==> src/hw/rtl/pbb_pkg.sv <==
`default_nettype none
package pbb_pkg;

  localparam int COORD_WIDTH = 32;
  localparam int SCREEN_BITS = 13;
  localparam int SCALE_BITS  = 16;
  localparam int PROD_BITS   = COORD_WIDTH + SCALE_BITS;
  localparam int ITER_BITS   = $clog2(SCREEN_BITS);

  localparam int QUEUE_DEPTH = 2;
  localparam int QPTR_BITS   = (QUEUE_DEPTH > 1) ? $clog2(QUEUE_DEPTH) : 1;
  localparam int QCNT_BITS   = $clog2(QUEUE_DEPTH + 1);

  localparam int APB_ADDR_BITS = 4;
  localparam int APB_DATA_BITS = 32;

  localparam logic [1:0] REG_SCREEN_W = 2'd0;
  localparam logic [1:0] REG_SCREEN_H = 2'd1;
  localparam logic [1:0] REG_FOCAL    = 2'd2;

  localparam logic [SCREEN_BITS-1:0] SCREEN_W_RESET = SCREEN_BITS'(640);
  localparam logic [SCREEN_BITS-1:0] SCREEN_H_RESET = SCREEN_BITS'(480);
  localparam logic [SCALE_BITS-1:0]  FOCAL_RESET    = SCALE_BITS'(256);

  typedef struct packed {
    logic [SCREEN_BITS-1:0] screen_w;
    logic [SCREEN_BITS-1:0] screen_h;
    logic [SCALE_BITS-1:0]  focal;
  } cfg_t;

  // One classified vertex as it waits between the front and the back end.
  typedef struct packed {
    logic [COORD_WIDTH-1:0] x_mag;
    logic                   x_neg;
    logic [COORD_WIDTH-1:0] y_mag;
    logic                   y_neg;
    logic [COORD_WIDTH-2:0] z_mag;
    logic                   behind;
    logic                   last;
  } vert_entry_t;

  typedef struct packed {
    logic                   start;
    logic [COORD_WIDTH-1:0] mag;
    logic [COORD_WIDTH-2:0] den;
  } div_req_t;

  typedef struct packed {
    logic                   done;
    logic [SCREEN_BITS-1:0] quo;
  } div_rsp_t;

  typedef enum logic [1:0] {
    DV_IDLE,
    DV_MUL,
    DV_CHECK,
    DV_ITER
  } div_state_e;

  typedef enum logic [1:0] {
    BK_IDLE,
    BK_DIV_X,
    BK_DIV_Y,
    BK_FINISH
  } back_state_e;

endpackage
`default_nettype wire

==> src/hw/rtl/pbb_if.sv <==
`default_nettype none
interface pbb_vert_if;
  logic                                   valid;
  logic                                   ready;
  logic signed [pbb_pkg::COORD_WIDTH-1:0] vert_x;
  logic signed [pbb_pkg::COORD_WIDTH-1:0] vert_y;
  logic signed [pbb_pkg::COORD_WIDTH-1:0] vert_z;
  logic                                   last_vertex;

  modport source (output valid, output vert_x, output vert_y, output vert_z,
                  output last_vertex, input ready);
  modport sink   (input valid, input vert_x, input vert_y, input vert_z,
                  input last_vertex, output ready);
endinterface

interface pbb_box_if;
  logic                            valid;
  logic                            ready;
  logic [pbb_pkg::SCREEN_BITS-1:0] box_x;
  logic [pbb_pkg::SCREEN_BITS-1:0] box_y;
  logic [pbb_pkg::SCREEN_BITS-1:0] box_w;
  logic [pbb_pkg::SCREEN_BITS-1:0] box_h;
  logic                            behind_camera;

  modport source (output valid, output box_x, output box_y, output box_w,
                  output box_h, output behind_camera, input ready);
  modport sink   (input valid, input box_x, input box_y, input box_w,
                  input box_h, input behind_camera, output ready);
endinterface
`default_nettype wire

==> src/hw/rtl/perspective_bounding_box.sv <==
// Screen bounding box of one projected object.
// Vertices arrive on vert_i (valid/ready) as signed Q16.16 x, y, z with a
// last-vertex mark; one box per object leaves on box_o when the last vertex
// has been processed. An item is transferred when valid and ready are high.
// Each vertex with z > 0 is projected as x*focal/z and y*focal/z by one shared
// multiply-and-divide unit: a multiply step, a range check and 13 restoring
// steps per axis. A vertex with z <= 0 forces an all-zero box with
// behind_camera set.
// A two-entry queue sits between the input side and the divider. The vertex
// being divided keeps its entry, so one more vertex is taken meanwhile.
// The box sits in an output register; while box_o is stalled the block keeps
// working on the next object and blocks only when a second box is ready.
// Reset empties the queue, drops any pending box, restores the screen size
// (640 x 480) and focal scale (256) and arms the block for a new object.
// Registers are written over APB at byte addresses 0, 4 and 8.
`default_nettype none
module perspective_bounding_box (
  input  logic                                 clk_i,
  input  logic                                 rst_ni,
  pbb_vert_if.sink                             vert_i,
  pbb_box_if.source                            box_o,
  input  logic                                 psel,
  input  logic                                 penable,
  input  logic                                 pwrite,
  input  logic [pbb_pkg::APB_ADDR_BITS-1:0]    paddr,
  input  logic [pbb_pkg::APB_DATA_BITS-1:0]    pwdata,
  output logic [pbb_pkg::APB_DATA_BITS-1:0]    prdata,
  output logic                                 pready
);
  import pbb_pkg::*;

  cfg_t        cfg_q;
  logic        cfg_wr;
  logic [1:0]  reg_idx;
  logic        push;
  logic        full;
  vert_entry_t push_entry;
  logic        q_valid;
  logic        q_pop;
  vert_entry_t q_entry;
  div_req_t    div_req;
  div_rsp_t    div_rsp;

  assign pready  = 1'b1;
  assign reg_idx = paddr[3:2];
  assign cfg_wr  = psel && penable && pwrite;

  always_ff @(posedge clk_i or negedge rst_ni) begin
    if (!rst_ni) begin
      cfg_q.screen_w <= SCREEN_W_RESET;
      cfg_q.screen_h <= SCREEN_H_RESET;
      cfg_q.focal    <= FOCAL_RESET;
    end else if (cfg_wr) begin
      case (reg_idx)
        REG_SCREEN_W: cfg_q.screen_w <= pwdata[SCREEN_BITS-1:0];
        REG_SCREEN_H: cfg_q.screen_h <= pwdata[SCREEN_BITS-1:0];
        REG_FOCAL:    cfg_q.focal    <= pwdata[SCALE_BITS-1:0];
        default:      ;
      endcase
    end
  end

  always_comb begin
    unique case (reg_idx)
      REG_SCREEN_W: prdata = APB_DATA_BITS'(cfg_q.screen_w);
      REG_SCREEN_H: prdata = APB_DATA_BITS'(cfg_q.screen_h);
      REG_FOCAL:    prdata = APB_DATA_BITS'(cfg_q.focal);
      default:      prdata = '0;
    endcase
  end

  pbb_front u_front (
    .vert_i  (vert_i),
    .full_i  (full),
    .push_o  (push),
    .entry_o (push_entry)
  );

  pbb_queue u_queue (
    .clk_i   (clk_i),
    .rst_ni  (rst_ni),
    .push_i  (push),
    .entry_i (push_entry),
    .full_o  (full),
    .pop_i   (q_pop),
    .valid_o (q_valid),
    .entry_o (q_entry)
  );

  pbb_divider u_divider (
    .clk_i   (clk_i),
    .rst_ni  (rst_ni),
    .focal_i (cfg_q.focal),
    .req_i   (div_req),
    .rsp_o   (div_rsp)
  );

  pbb_back u_back (
    .clk_i     (clk_i),
    .rst_ni    (rst_ni),
    .cfg_i     (cfg_q),
    .q_valid_i (q_valid),
    .q_entry_i (q_entry),
    .q_pop_o   (q_pop),
    .div_req_o (div_req),
    .div_rsp_i (div_rsp),
    .box_o     (box_o)
  );
endmodule
`default_nettype wire

==> src/hw/rtl/pbb_front.sv <==
`default_nettype none
module pbb_front (
  pbb_vert_if.sink              vert_i,
  input  logic                  full_i,
  output logic                  push_o,
  output pbb_pkg::vert_entry_t  entry_o
);
  import pbb_pkg::*;

  logic [COORD_WIDTH-1:0] x_raw;
  logic [COORD_WIDTH-1:0] y_raw;
  logic [COORD_WIDTH-1:0] z_raw;

  assign x_raw = vert_i.vert_x;
  assign y_raw = vert_i.vert_y;
  assign z_raw = vert_i.vert_z;

  assign vert_i.ready = !full_i;
  assign push_o       = vert_i.valid && !full_i;

  // Split x and y into sign and magnitude; the most negative value keeps its
  // full magnitude in the unsigned field.
  always_comb begin
    entry_o.x_neg  = x_raw[COORD_WIDTH-1];
    entry_o.x_mag  = x_raw[COORD_WIDTH-1] ? (~x_raw + COORD_WIDTH'(1)) : x_raw;
    entry_o.y_neg  = y_raw[COORD_WIDTH-1];
    entry_o.y_mag  = y_raw[COORD_WIDTH-1] ? (~y_raw + COORD_WIDTH'(1)) : y_raw;
    entry_o.z_mag  = z_raw[COORD_WIDTH-2:0];
    entry_o.behind = z_raw[COORD_WIDTH-1] || (z_raw == '0);
    entry_o.last   = vert_i.last_vertex;
  end
endmodule
`default_nettype wire

==> src/hw/rtl/pbb_queue.sv <==
`default_nettype none
module pbb_queue (
  input  logic                 clk_i,
  input  logic                 rst_ni,
  input  logic                 push_i,
  input  pbb_pkg::vert_entry_t entry_i,
  output logic                 full_o,
  input  logic                 pop_i,
  output logic                 valid_o,
  output pbb_pkg::vert_entry_t entry_o
);
  import pbb_pkg::*;

  vert_entry_t            mem_q [QUEUE_DEPTH];
  logic [QPTR_BITS-1:0]   wr_ptr_q, wr_ptr_d;
  logic [QPTR_BITS-1:0]   rd_ptr_q, rd_ptr_d;
  logic [QCNT_BITS-1:0]   count_q, count_d;
  logic                   do_push;
  logic                   do_pop;

  assign full_o  = (count_q == QCNT_BITS'(QUEUE_DEPTH));
  assign valid_o = (count_q != '0);
  assign entry_o = mem_q[rd_ptr_q];

  assign do_push = push_i && !full_o;
  assign do_pop  = pop_i && valid_o;

  always_comb begin
    wr_ptr_d = wr_ptr_q;
    rd_ptr_d = rd_ptr_q;
    count_d  = count_q;
    if (do_push) begin
      wr_ptr_d = (wr_ptr_q == QPTR_BITS'(QUEUE_DEPTH - 1)) ? '0 : wr_ptr_q + QPTR_BITS'(1);
    end
    if (do_pop) begin
      rd_ptr_d = (rd_ptr_q == QPTR_BITS'(QUEUE_DEPTH - 1)) ? '0 : rd_ptr_q + QPTR_BITS'(1);
    end
    if (do_push && !do_pop) begin
      count_d = count_q + QCNT_BITS'(1);
    end else if (do_pop && !do_push) begin
      count_d = count_q - QCNT_BITS'(1);
    end
  end

  always_ff @(posedge clk_i or negedge rst_ni) begin
    if (!rst_ni) begin
      wr_ptr_q <= '0;
      rd_ptr_q <= '0;
      count_q  <= '0;
    end else begin
      wr_ptr_q <= wr_ptr_d;
      rd_ptr_q <= rd_ptr_d;
      count_q  <= count_d;
    end
  end

  always_ff @(posedge clk_i) begin
    if (do_push) begin
      mem_q[wr_ptr_q] <= entry_i;
    end
  end
endmodule
`default_nettype wire

==> src/hw/rtl/pbb_divider.sv <==
`default_nettype none
module pbb_divider (
  input  logic                              clk_i,
  input  logic                              rst_ni,
  input  logic [pbb_pkg::SCALE_BITS-1:0]    focal_i,
  input  pbb_pkg::div_req_t                 req_i,
  output pbb_pkg::div_rsp_t                 rsp_o
);
  import pbb_pkg::*;

  div_state_e             state_q, state_d;
  logic [COORD_WIDTH-1:0] mag_q, mag_d;
  logic [COORD_WIDTH-2:0] den_q, den_d;
  logic [PROD_BITS-1:0]   rem_q, rem_d;
  logic [PROD_BITS-1:0]   dsh_q, dsh_d;
  logic [SCREEN_BITS-1:0] quo_q, quo_d;
  logic [ITER_BITS-1:0]   cnt_q, cnt_d;
  logic                   done_q, done_d;
  logic [PROD_BITS-1:0]   prod;
  logic                   ge;

  assign prod = mag_q * focal_i;
  assign ge   = (rem_q >= dsh_q);

  assign rsp_o.done = done_q;
  assign rsp_o.quo  = quo_q;

  // The quotient is only needed up to the screen range, so a single compare
  // against den << SCREEN_BITS catches every larger result and saturates it.
  always_comb begin
    state_d = state_q;
    mag_d   = mag_q;
    den_d   = den_q;
    rem_d   = rem_q;
    dsh_d   = dsh_q;
    quo_d   = quo_q;
    cnt_d   = cnt_q;
    done_d  = 1'b0;
    unique case (state_q)
      DV_IDLE: begin
        if (req_i.start) begin
          mag_d   = req_i.mag;
          den_d   = req_i.den;
          state_d = DV_MUL;
        end
      end
      DV_MUL: begin
        rem_d   = prod;
        dsh_d   = PROD_BITS'({den_q, {(SCREEN_BITS-1){1'b0}}});
        state_d = DV_CHECK;
      end
      DV_CHECK: begin
        if (rem_q >= (dsh_q << 1)) begin
          quo_d   = '1;
          done_d  = 1'b1;
          state_d = DV_IDLE;
        end else begin
          quo_d   = '0;
          cnt_d   = ITER_BITS'(SCREEN_BITS - 1);
          state_d = DV_ITER;
        end
      end
      DV_ITER: begin
        if (ge) begin
          rem_d = rem_q - dsh_q;
        end
        quo_d = {quo_q[SCREEN_BITS-2:0], ge};
        dsh_d = dsh_q >> 1;
        cnt_d = cnt_q - ITER_BITS'(1);
        if (cnt_q == '0) begin
          done_d  = 1'b1;
          state_d = DV_IDLE;
        end
      end
      default: state_d = DV_IDLE;
    endcase
  end

  always_ff @(posedge clk_i or negedge rst_ni) begin
    if (!rst_ni) begin
      state_q <= DV_IDLE;
      done_q  <= 1'b0;
    end else begin
      state_q <= state_d;
      done_q  <= done_d;
    end
  end

  always_ff @(posedge clk_i) begin
    mag_q <= mag_d;
    den_q <= den_d;
    rem_q <= rem_d;
    dsh_q <= dsh_d;
    quo_q <= quo_d;
    cnt_q <= cnt_d;
  end
endmodule
`default_nettype wire

==> src/hw/rtl/pbb_back.sv <==
`default_nettype none
module pbb_back (
  input  logic                 clk_i,
  input  logic                 rst_ni,
  input  pbb_pkg::cfg_t        cfg_i,
  input  logic                 q_valid_i,
  input  pbb_pkg::vert_entry_t q_entry_i,
  output logic                 q_pop_o,
  output pbb_pkg::div_req_t    div_req_o,
  input  pbb_pkg::div_rsp_t    div_rsp_i,
  pbb_box_if.source            box_o
);
  import pbb_pkg::*;

  typedef struct packed {
    logic [SCREEN_BITS-1:0] lo;
    logic [SCREEN_BITS-1:0] hi;
  } ext_t;

  // Fold one projected value into an axis range. A negative projection pulls
  // the minimum to zero and never raises the maximum.
  function automatic ext_t track(ext_t cur, logic neg, logic [SCREEN_BITS-1:0] q,
                                 logic [SCREEN_BITS-1:0] limit);
    ext_t                   res;
    logic [SCREEN_BITS-1:0] hi_m;
    if (neg) begin
      res.lo = '0;
      hi_m   = cur.hi;
    end else begin
      res.lo = (q < cur.lo) ? q : cur.lo;
      hi_m   = (q > cur.hi) ? q : cur.hi;
    end
    res.hi = (hi_m >= limit) ? limit : hi_m;
    return res;
  endfunction

  back_state_e            state_q, state_d;
  logic [SCREEN_BITS-1:0] min_x_q, min_x_d, max_x_q, max_x_d;
  logic [SCREEN_BITS-1:0] min_y_q, min_y_d, max_y_q, max_y_d;
  logic                   behind_q, behind_d;
  logic                   fresh_q, fresh_d;
  logic                   out_valid_q, out_valid_d;
  logic                   out_load;
  logic [SCREEN_BITS-1:0] box_x_q, box_y_q, box_w_q, box_h_q;
  logic                   box_behind_q;
  logic [SCREEN_BITS-1:0] box_x_d, box_y_d, box_w_d, box_h_d;
  ext_t                   ext_x, ext_y;

  assign ext_x = track('{lo: min_x_q, hi: max_x_q}, q_entry_i.x_neg, div_rsp_i.quo,
                       cfg_i.screen_w);
  assign ext_y = track('{lo: min_y_q, hi: max_y_q}, q_entry_i.y_neg, div_rsp_i.quo,
                       cfg_i.screen_h);

  always_comb begin
    box_x_d = behind_q ? '0 : min_x_q;
    box_y_d = behind_q ? '0 : min_y_q;
    box_w_d = (!behind_q && (max_x_q > min_x_q)) ? max_x_q - min_x_q : '0;
    box_h_d = (!behind_q && (max_y_q > min_y_q)) ? max_y_q - min_y_q : '0;
  end

  always_comb begin
    state_d         = state_q;
    min_x_d         = min_x_q;
    max_x_d         = max_x_q;
    min_y_d         = min_y_q;
    max_y_d         = max_y_q;
    behind_d        = behind_q;
    fresh_d         = fresh_q;
    out_valid_d     = out_valid_q && !box_o.ready;
    out_load        = 1'b0;
    q_pop_o         = 1'b0;
    div_req_o.start = 1'b0;
    div_req_o.mag   = q_entry_i.x_mag;
    div_req_o.den   = q_entry_i.z_mag;
    unique case (state_q)
      BK_IDLE: begin
        if (q_valid_i) begin
          if (fresh_q) begin
            min_x_d  = cfg_i.screen_w;
            max_x_d  = '0;
            min_y_d  = cfg_i.screen_h;
            max_y_d  = '0;
            behind_d = 1'b0;
            fresh_d  = 1'b0;
          end
          if (q_entry_i.behind) begin
            behind_d = 1'b1;
            state_d  = BK_FINISH;
          end else begin
            div_req_o.start = 1'b1;
            state_d         = BK_DIV_X;
          end
        end
      end
      BK_DIV_X: begin
        if (div_rsp_i.done) begin
          min_x_d         = ext_x.lo;
          max_x_d         = ext_x.hi;
          div_req_o.start = 1'b1;
          div_req_o.mag   = q_entry_i.y_mag;
          state_d         = BK_DIV_Y;
        end
      end
      BK_DIV_Y: begin
        if (div_rsp_i.done) begin
          min_y_d = ext_y.lo;
          max_y_d = ext_y.hi;
          state_d = BK_FINISH;
        end
      end
      BK_FINISH: begin
        if (!q_entry_i.last) begin
          q_pop_o = 1'b1;
          state_d = BK_IDLE;
        end else if (!out_valid_q || box_o.ready) begin
          out_valid_d = 1'b1;
          out_load    = 1'b1;
          q_pop_o     = 1'b1;
          fresh_d     = 1'b1;
          state_d     = BK_IDLE;
        end
      end
      default: state_d = BK_IDLE;
    endcase
  end

  always_ff @(posedge clk_i or negedge rst_ni) begin
    if (!rst_ni) begin
      state_q     <= BK_IDLE;
      min_x_q     <= SCREEN_W_RESET;
      max_x_q     <= '0;
      min_y_q     <= SCREEN_H_RESET;
      max_y_q     <= '0;
      behind_q    <= 1'b0;
      fresh_q     <= 1'b1;
      out_valid_q <= 1'b0;
    end else begin
      state_q     <= state_d;
      min_x_q     <= min_x_d;
      max_x_q     <= max_x_d;
      min_y_q     <= min_y_d;
      max_y_q     <= max_y_d;
      behind_q    <= behind_d;
      fresh_q     <= fresh_d;
      out_valid_q <= out_valid_d;
    end
  end

  always_ff @(posedge clk_i) begin
    if (out_load) begin
      box_x_q      <= box_x_d;
      box_y_q      <= box_y_d;
      box_w_q      <= box_w_d;
      box_h_q      <= box_h_d;
      box_behind_q <= behind_q;
    end
  end

  assign box_o.valid         = out_valid_q;
  assign box_o.box_x         = box_x_q;
  assign box_o.box_y         = box_y_q;
  assign box_o.box_w         = box_w_q;
  assign box_o.box_h         = box_h_q;
  assign box_o.behind_camera = box_behind_q;
endmodule
`default_nettype wire
==> src/flat_wrapper.sv <==
// flat-port wrapper written by rule: the top's interface ports become plain ports
module perspective_bounding_box_flat import pbb_pkg::*;
  (clk_i, rst_ni, psel, penable, pwrite, paddr, pwdata, prdata, pready, vert_i_valid, vert_i_vert_x, vert_i_vert_y, vert_i_vert_z, vert_i_last_vertex, vert_i_ready, box_o_valid, box_o_box_x, box_o_box_y, box_o_box_w, box_o_box_h, box_o_behind_camera, box_o_ready);
  pbb_vert_if vert_i_i ();
  pbb_box_if box_o_i ();
  input  logic clk_i;
  input  logic rst_ni;
  input  logic psel;
  input  logic penable;
  input  logic pwrite;
  input  logic [pbb_pkg::APB_ADDR_BITS-1:0] paddr;
  input  logic [pbb_pkg::APB_DATA_BITS-1:0] pwdata;
  output logic [pbb_pkg::APB_DATA_BITS-1:0] prdata;
  output logic pready;
  input wire logic [$bits(vert_i_i.valid)-1:0] vert_i_valid;
  input wire logic [$bits(vert_i_i.vert_x)-1:0] vert_i_vert_x;
  input wire logic [$bits(vert_i_i.vert_y)-1:0] vert_i_vert_y;
  input wire logic [$bits(vert_i_i.vert_z)-1:0] vert_i_vert_z;
  input wire logic [$bits(vert_i_i.last_vertex)-1:0] vert_i_last_vertex;
  output wire logic [$bits(vert_i_i.ready)-1:0] vert_i_ready;
  output wire logic [$bits(box_o_i.valid)-1:0] box_o_valid;
  output wire logic [$bits(box_o_i.box_x)-1:0] box_o_box_x;
  output wire logic [$bits(box_o_i.box_y)-1:0] box_o_box_y;
  output wire logic [$bits(box_o_i.box_w)-1:0] box_o_box_w;
  output wire logic [$bits(box_o_i.box_h)-1:0] box_o_box_h;
  output wire logic [$bits(box_o_i.behind_camera)-1:0] box_o_behind_camera;
  input wire logic [$bits(box_o_i.ready)-1:0] box_o_ready;
  assign vert_i_i.valid = vert_i_valid;
  assign vert_i_i.vert_x = vert_i_vert_x;
  assign vert_i_i.vert_y = vert_i_vert_y;
  assign vert_i_i.vert_z = vert_i_vert_z;
  assign vert_i_i.last_vertex = vert_i_last_vertex;
  assign vert_i_ready = vert_i_i.ready;
  assign box_o_valid = box_o_i.valid;
  assign box_o_box_x = box_o_i.box_x;
  assign box_o_box_y = box_o_i.box_y;
  assign box_o_box_w = box_o_i.box_w;
  assign box_o_box_h = box_o_i.box_h;
  assign box_o_behind_camera = box_o_i.behind_camera;
  assign box_o_i.ready = box_o_ready;
  perspective_bounding_box u_core (.clk_i(clk_i), .rst_ni(rst_ni), .vert_i(vert_i_i), .box_o(box_o_i), .psel(psel), .penable(penable), .pwrite(pwrite), .paddr(paddr), .pwdata(pwdata), .prdata(prdata), .pready(pready));
endmodule
==> config.mk <==
export PLATFORM = sky130hd
export DESIGN_NAME = perspective_bounding_box_flat
export DESIGN_NICKNAME = d
export VERILOG_FILES = /design/src/hw/rtl/pbb_pkg.sv /design/src/hw/rtl/pbb_if.sv /design/src/hw/rtl/perspective_bounding_box.sv /design/src/hw/rtl/pbb_front.sv /design/src/hw/rtl/pbb_queue.sv /design/src/hw/rtl/pbb_divider.sv /design/src/hw/rtl/pbb_back.sv /design/src/flat_wrapper.sv
export SDC_FILE = /design/constraint.sdc
export NUM_CORES = 2
export LEC_CHECK = 0
export ABC_AREA = 1
export BUFFER_PORTS_ARGS = -buffer_cell sky130_fd_sc_hd__buf_2
export CAP_MARGIN = 20
export CORE_MARGIN = 2
export CORE_UTILIZATION = 47
export CTS_CLUSTER_SIZE = 20
export DETAILED_ROUTE_END_ITERATION = 6
export SLEW_MARGIN = 10
export SYNTH_ARGS = -nofsm -noshare
export SYNTH_HDL_FRONTEND = slang
export SYNTH_SLANG_ARGS = --single-unit
==> constraint.sdc <==
create_clock -name clk_i -period 7.1 [get_ports clk_i]
set_clock_uncertainty 0.1 [all_clocks]
set_input_delay 0.355 -clock clk_i [delete_from_list [all_inputs] [get_ports clk_i]]
set_output_delay 0.355 -clock clk_i [all_outputs]
set_load 0.03 [all_outputs]
* Word-level counts from Yosys, hierarchy flattened
Memory sizes are Yosys's and may differ from the RTL's.
Cells that the tools add are included.
** Word-level totals
- Flip-flop bits (word level) :: 335
- RAM bits :: 198
- Input port bits :: 140
- Memories kept :: 1
** Cells by class
- Add/subtract/negate cells :: 10
- $mul :: 1
- Order comparisons :: 10
- Equal/unequal tests :: 22
- Muxes and demuxes :: 73
- Bitwise operators :: 2
- Reductions and logical operators :: 45
** Memory list
- u_core.u_queue.mem_q :: depth 2, width 99, rd ports 1, clocked after memory_dff 0, wr ports 1, line pbb_queue.sv:14 : vert_entry_t mem_q [QUEUE_DEPTH];
** Operators by type and width (count)
- 13-bit two-way mux :: 21
- 48-bit case mux with 2 select lines :: 2
- 13-bit case mux with 2 select lines :: 5
- 48-bit >= comparator :: 2
- 32-bit two-way mux :: 3
- 32-bit by 1-bit adder with 32-bit output (second input constant) :: 2
- 32-bit NOT :: 2
- 13-bit > comparator :: 4
- 32-bit by 16-bit multiplier with 48-bit output :: 1
- 48-bit two-way mux :: 1
- 16-bit case mux with 3 select lines :: 1
- 48-bit subtractor :: 1
- 33-bit two-way mux :: 1
- 32-bit logical NOT :: 1
- 13-bit >= comparator :: 2
- 13-bit less-than comparator :: 2
- 13-bit subtractor :: 2
- 2-bit two-way mux :: 11
- 1-bit two-way mux :: 21
- 2-bit case mux with 4 select lines :: 2
- 4-bit AND reduction :: 4
- 2-bit nonzero test :: 8
- 2-bit AND reduction :: 7
- 2-bit == test (second input constant) :: 6
- 19 further kinds :: 51

* Depth between registers and ports, before layout
- Word-level depth :: 9
- Gate-level depth with buffers :: 30
- Gate-level depth less buffers :: 28

* Hierarchy
From an unflattened synthesis, not the netlist that was laid out.
** Unflattened totals
- Cell total of the unflattened synthesis :: 6563
- Area total of the unflattened synthesis :: 50206.9 um^2
** Modules (own cells, without submodules)
- pbb_divider :: instances 1, cells an instance 4079, area an instance 29290.6 um^2, seq. area each 5210.0 um^2
- pbb_back :: instances 1, cells an instance 1163, area an instance 8924.8 um^2, seq. area each 3026.7 um^2
- pbb_queue :: instances 1, cells an instance 548, area an instance 7455.9 um^2, seq. area each 6045.8 um^2
- pbb_front :: instances 1, cells an instance 501, area an instance 2474.9 um^2, seq. area each 0.0 um^2
- perspective_bounding_box :: instances 1, cells an instance 272, area an instance 2060.7 um^2, seq. area each 1059.8 um^2

* Worst setup path after synthesis
OpenSTA, ideal clock, no wires.
- Kind :: reg-to-reg
- Start :: reg u_core.u_back.state_q[1]
- End :: reg u_core.u_divider.den_q[0], enable pin
- Data arrival time :: 5.388 ns
- Required time :: 6.436 ns
- Setup slack :: 1.048 ns
- Stages on the path, launching flop included :: 8
- Buffers on the path :: 1
- Clock period less this slack :: 6.052 ns
- Path through :: dfrtp_1 -> inv_1 -> ha_1 -> buf_2 -> nand2_1 -> inv_1 -> a21oi_1 -> nor3_1
** Between the ends
- Cells in the longest elaborated chain, start to end :: 3
- Elaborated cells on any way between the ends :: 4
- Those cells by class :: 1 x eq/ne; 1 x mux; 2 x reduce/logical
** RTL lines
- start: declaration :: line pbb_back.sv:37 : back_state_e state_q, state_d;
- start signal: assignment :: line pbb_back.sv:138 : state_q <= state_d;
- 2-bit by 1-bit == test with 1-bit output / 2-bit logical NOT (equally long branches) :: line pbb_back.sv:75 : unique case (state_q)
- 1-bit case mux with 2 select lines (*) :: line pbb_back.sv:75
- 2-bit AND reduction (no source line) (*)
- end signal: assignment :: line pbb_divider.sv:91 : den_q <= den_d;
- end: declaration :: line pbb_divider.sv:13 : logic [COORD_WIDTH-2:0] den_q, den_d;
Mark *: on every way between the ends. The rest lies on a longest branch, timed or not.
A chain may end at the register's enable or synchronous reset.

* Worst setup path after layout
- Start :: reg u_core.cfg_q[2] in the netlist's numbering
- End :: reg u_core.u_divider.rem_q[31] (data pin)
** Between the ends
- Cells in the longest elaborated chain, start to end :: 2
** RTL lines
- start: declaration :: line perspective_bounding_box.sv:32 : cfg_t cfg_q;
- 32-bit by 16-bit multiplier with 48-bit output :: line pbb_divider.sv:22 : assign prod = mag_q * focal_i;
- 48-bit case mux with 2 select lines :: line pbb_divider.sv:39 : unique case (state_q)
- net u_core.u_divider.rem_d[31] :: line pbb_divider.sv:14 : logic [PROD_BITS-1:0] rem_q, rem_d;
- end signal: assignment :: line pbb_divider.sv:92 : rem_q <= rem_d;
- end: declaration :: line pbb_divider.sv:14
The timed path passes the listed nets, and every way through them passes these cells.

==> metrics.yaml <==
outcome:
  status: "finished clean"
synth:
  netlist_area_mm2: 0.04879
  postSynthCellCount: 6239
  postSynthAreaPerCell_um2: 7.820
  synth-seq-cells: 528
  synth.top_cells.by_area: "edfxtp_1 26%, fa_1 17%, nand2_1 15%"
  synth_seq_area_share: 0.3145
  synth_top_cell_by_area: "edfxtp_1"
  synth_edf_count: 422
  synth_top_area_share: 0.2597
  synth.distinct_cells: 57
  synthArstFlopShare: 0.2008
  ys.flop_type: "edfxtp_1"
  yosys_warnings: 0
clock_network:
  clock_sinks: 528
  cts_max_level: 2
  cts_tree: "yes"
  clock_latency_ns: 0.70
  cts_buffers: 59
  ctsResizeCount: 0
  cts_setup_buffers: 0
  path_clk_slew_ns: 0.06
  cts_root_buf: "clkbuf_16"
  clock_path_buffers: 3
sta:
  finalHoldViolCount: 0
  fmax_mhz: 152.7
  tightest_slew_ns: 1.103
  period_share: 0.9221
  rsz0062_at_grt: "no"
  slew-limit-headroom: 0.2618
  post-route-min-period_ns: 6.547
  setup_tns_ns: 0
  setup_viol: 0
  report.final.slew_viol_count: 0
drt:
  wl_met3_um: 7294
  drtIter0Drc: 3148
  top_layer: "met5"
  dr.pass1.iters: 5
  vias: 39670
  m1WireLength_um: 62310
  ant_nets: 0
  wl_met2_um: 60840
  route.detailed.drc: 0
  finalWirelength_um: 133600
  viasPerCell: 5.058
  wl_per_cell_um: 17.04
worst_setup_path:
  critPathArrivalTime_ns: 6.88
  worstPathMaxFanout: 21
  cp-start-kind: "register"
  crit_slowest_cell: "dfrtp_1"
  slowest_delay_ns: 0.94
  path_class: "register to register"
  critPathBufInv: 8
  cp.required_ns: 7.43
  critical_path.top_delay_family: "adder cells"
  endpoint_kind: "register"
floorplan:
  start_util: 0.4728
  placeableCoreArea_mm2: 0.1032
  fp.dieArea_mm2: 0.1064
  rows: 118
  die_h_um: 326.2
  die_w_um: 326.2
  ios: 228
global_routing:
  grt_max_degree: 97
  grt_pass1_vias: 38610
  grt_pass1_wl_um: 213800
  grt_overflow: 0
  antenna_found_initial: 3
  grtUsageTotal: 0.2537
final_layout:
  layout_common_cells: "1930 x nand2_1, 1338 x inv_1, 422 x edfxtp_1"
  syn_to_final_growth_pct: 10.44
  final_common_cell: "nand2_1"
  drive_above_1_share: 0.06747
  nNetsFinal: 7292
place:
  gp_congestion: 0.9482
  hpwl_um: 105100
  portBuffers: 192
worst_hold_path:
  min-delay-path-class: "input pin to register"
job:
  drv_cap: 0
stage by stage:
stage            util  cell area [µm²]  worst slack [ns]  hold WS (ns)  std cells
2_1_floorplan       -            48850             1.048      -0.04059       6254
3_3_place_gp   0.4943            51010            0.6413        0.3019       7646
3_5_place_dp   0.4943            51010            0.5671        0.3051       7646
4_1_cts        0.5221            53880            0.5900     0.0007891       7842
5_1_grt        0.5221            53880            0.1463       0.02004       7842
6_report       0.5221            53880            0.5528       0.03741       7843
what timing repair did:
item	CTS	global route
endpoints found under the hold margin	227	0
setup endpoints to repair	0	0
hold buffers	88	0
cell usage after synthesis, drive strengths merged (65+ instances only):
cell type	number
xor2	65
fa	421
dfrtp	92
a21oi	202
clkbuf	182
nor2	405
nand2	1945
edfxtp	422
nand3	252
ha	316
o21ai	229
inv	1343
final timing paths:
kind                                          startpoint  cells after the start  slack (ns)                           to
min in group asynchronous                         rst_ni                      2        0.11    u_core.u_back.min_x_q[10]
max in group asynchronous                         rst_ni                      3        5.26      u_core.u_queue.rd_ptr_q
worst max-delay path                     u_core.cfg_q[2]                     25        0.55   u_core.u_divider.rem_q[31]
worst max register to register           u_core.cfg_q[2]                     25        0.55   u_core.u_divider.rem_q[31]
worst min-delay path                    vert_i_vert_y[5]                      2        0.04  u_core.u_queue.mem_q[1][39]
worst min register to register  u_core.u_back.min_y_q[6]                      2        0.36     u_core.u_back.min_y_q[6]
worst reg2reg max path, cell delays in order, from the launching register on:
cell and delay, ns:
dfrtp_1 0.94, buf_4 0.32, nand2_1 0.08, fa_1 0.54, inv_1 0.08, fa_1 0.53, inv_1 0.05, fa_1 0.50
inv_1 0.05, fa_1 0.49, fa_1 0.49, inv_1 0.05, fa_1 0.51, inv_1 0.05, ha_1 0.40, nand2_1 0.12
nor2_1 0.16, inv_1 0.11, nor2_1 0.19, nand2_1 0.07, nand2_1 0.08, inv_1 0.06, nand2_1 0.05, nand2_1 0.05
nand3_1 0.14, nand2_1 0.08
routing by layer:
| layer | GRT usage | up-vias |
|---|---|---|
| met2 | 0.4050 | 1021 |
| met1 | 0.3678 | 18970 |
| met5 | 0 | - |
| met4 | 0.06371 | 2 |
| li1 | - | 19500 |
| met3 | 0.02990 | 176 |
kinds of logic after synthesis:
group                      count (synthesis)  share of synthesized area
AOI/OAI and AO/OA                        536                    0.06055
xor gates and xnor gates                  90                    0.01616
adders and majority gates                737                     0.2538
buffers and inverters                   1587                     0.1249
DFF                                      528                     0.3145
other                                      2                  0.0001539
and+or+nand+nor                         2759                     0.2300
flip-flops by register name (all words and copies together) (netlist names), 31 cells and up:
signal,count
u_core.cfg_q,42
u_core.u_divider.mag_q,32
u_core.u_divider.dsh_q,43
u_core.u_queue.mem_q,198
u_core.u_divider.den_q,31
u_core.u_divider.rem_q,48
area by class of cell:
cell class | instances | area (µm²)
Tap cell | 1380 | 1727
Fill cell | 9955 | 49320
Inverter | 1343 | 5044
Antenna cell | 1 | 2.502
Clock buffer | 75 | 1578
Clock inverter | 33 | 414.1
Multi-Input combinational cell | 4139 | 27450
Timing Repair Buffer | 344 | 2325
Sequential cell | 528 | 15350
Power is not shown: default switching activity piles up to over one toggle a cycle in this logic, so the estimate is an artifact.
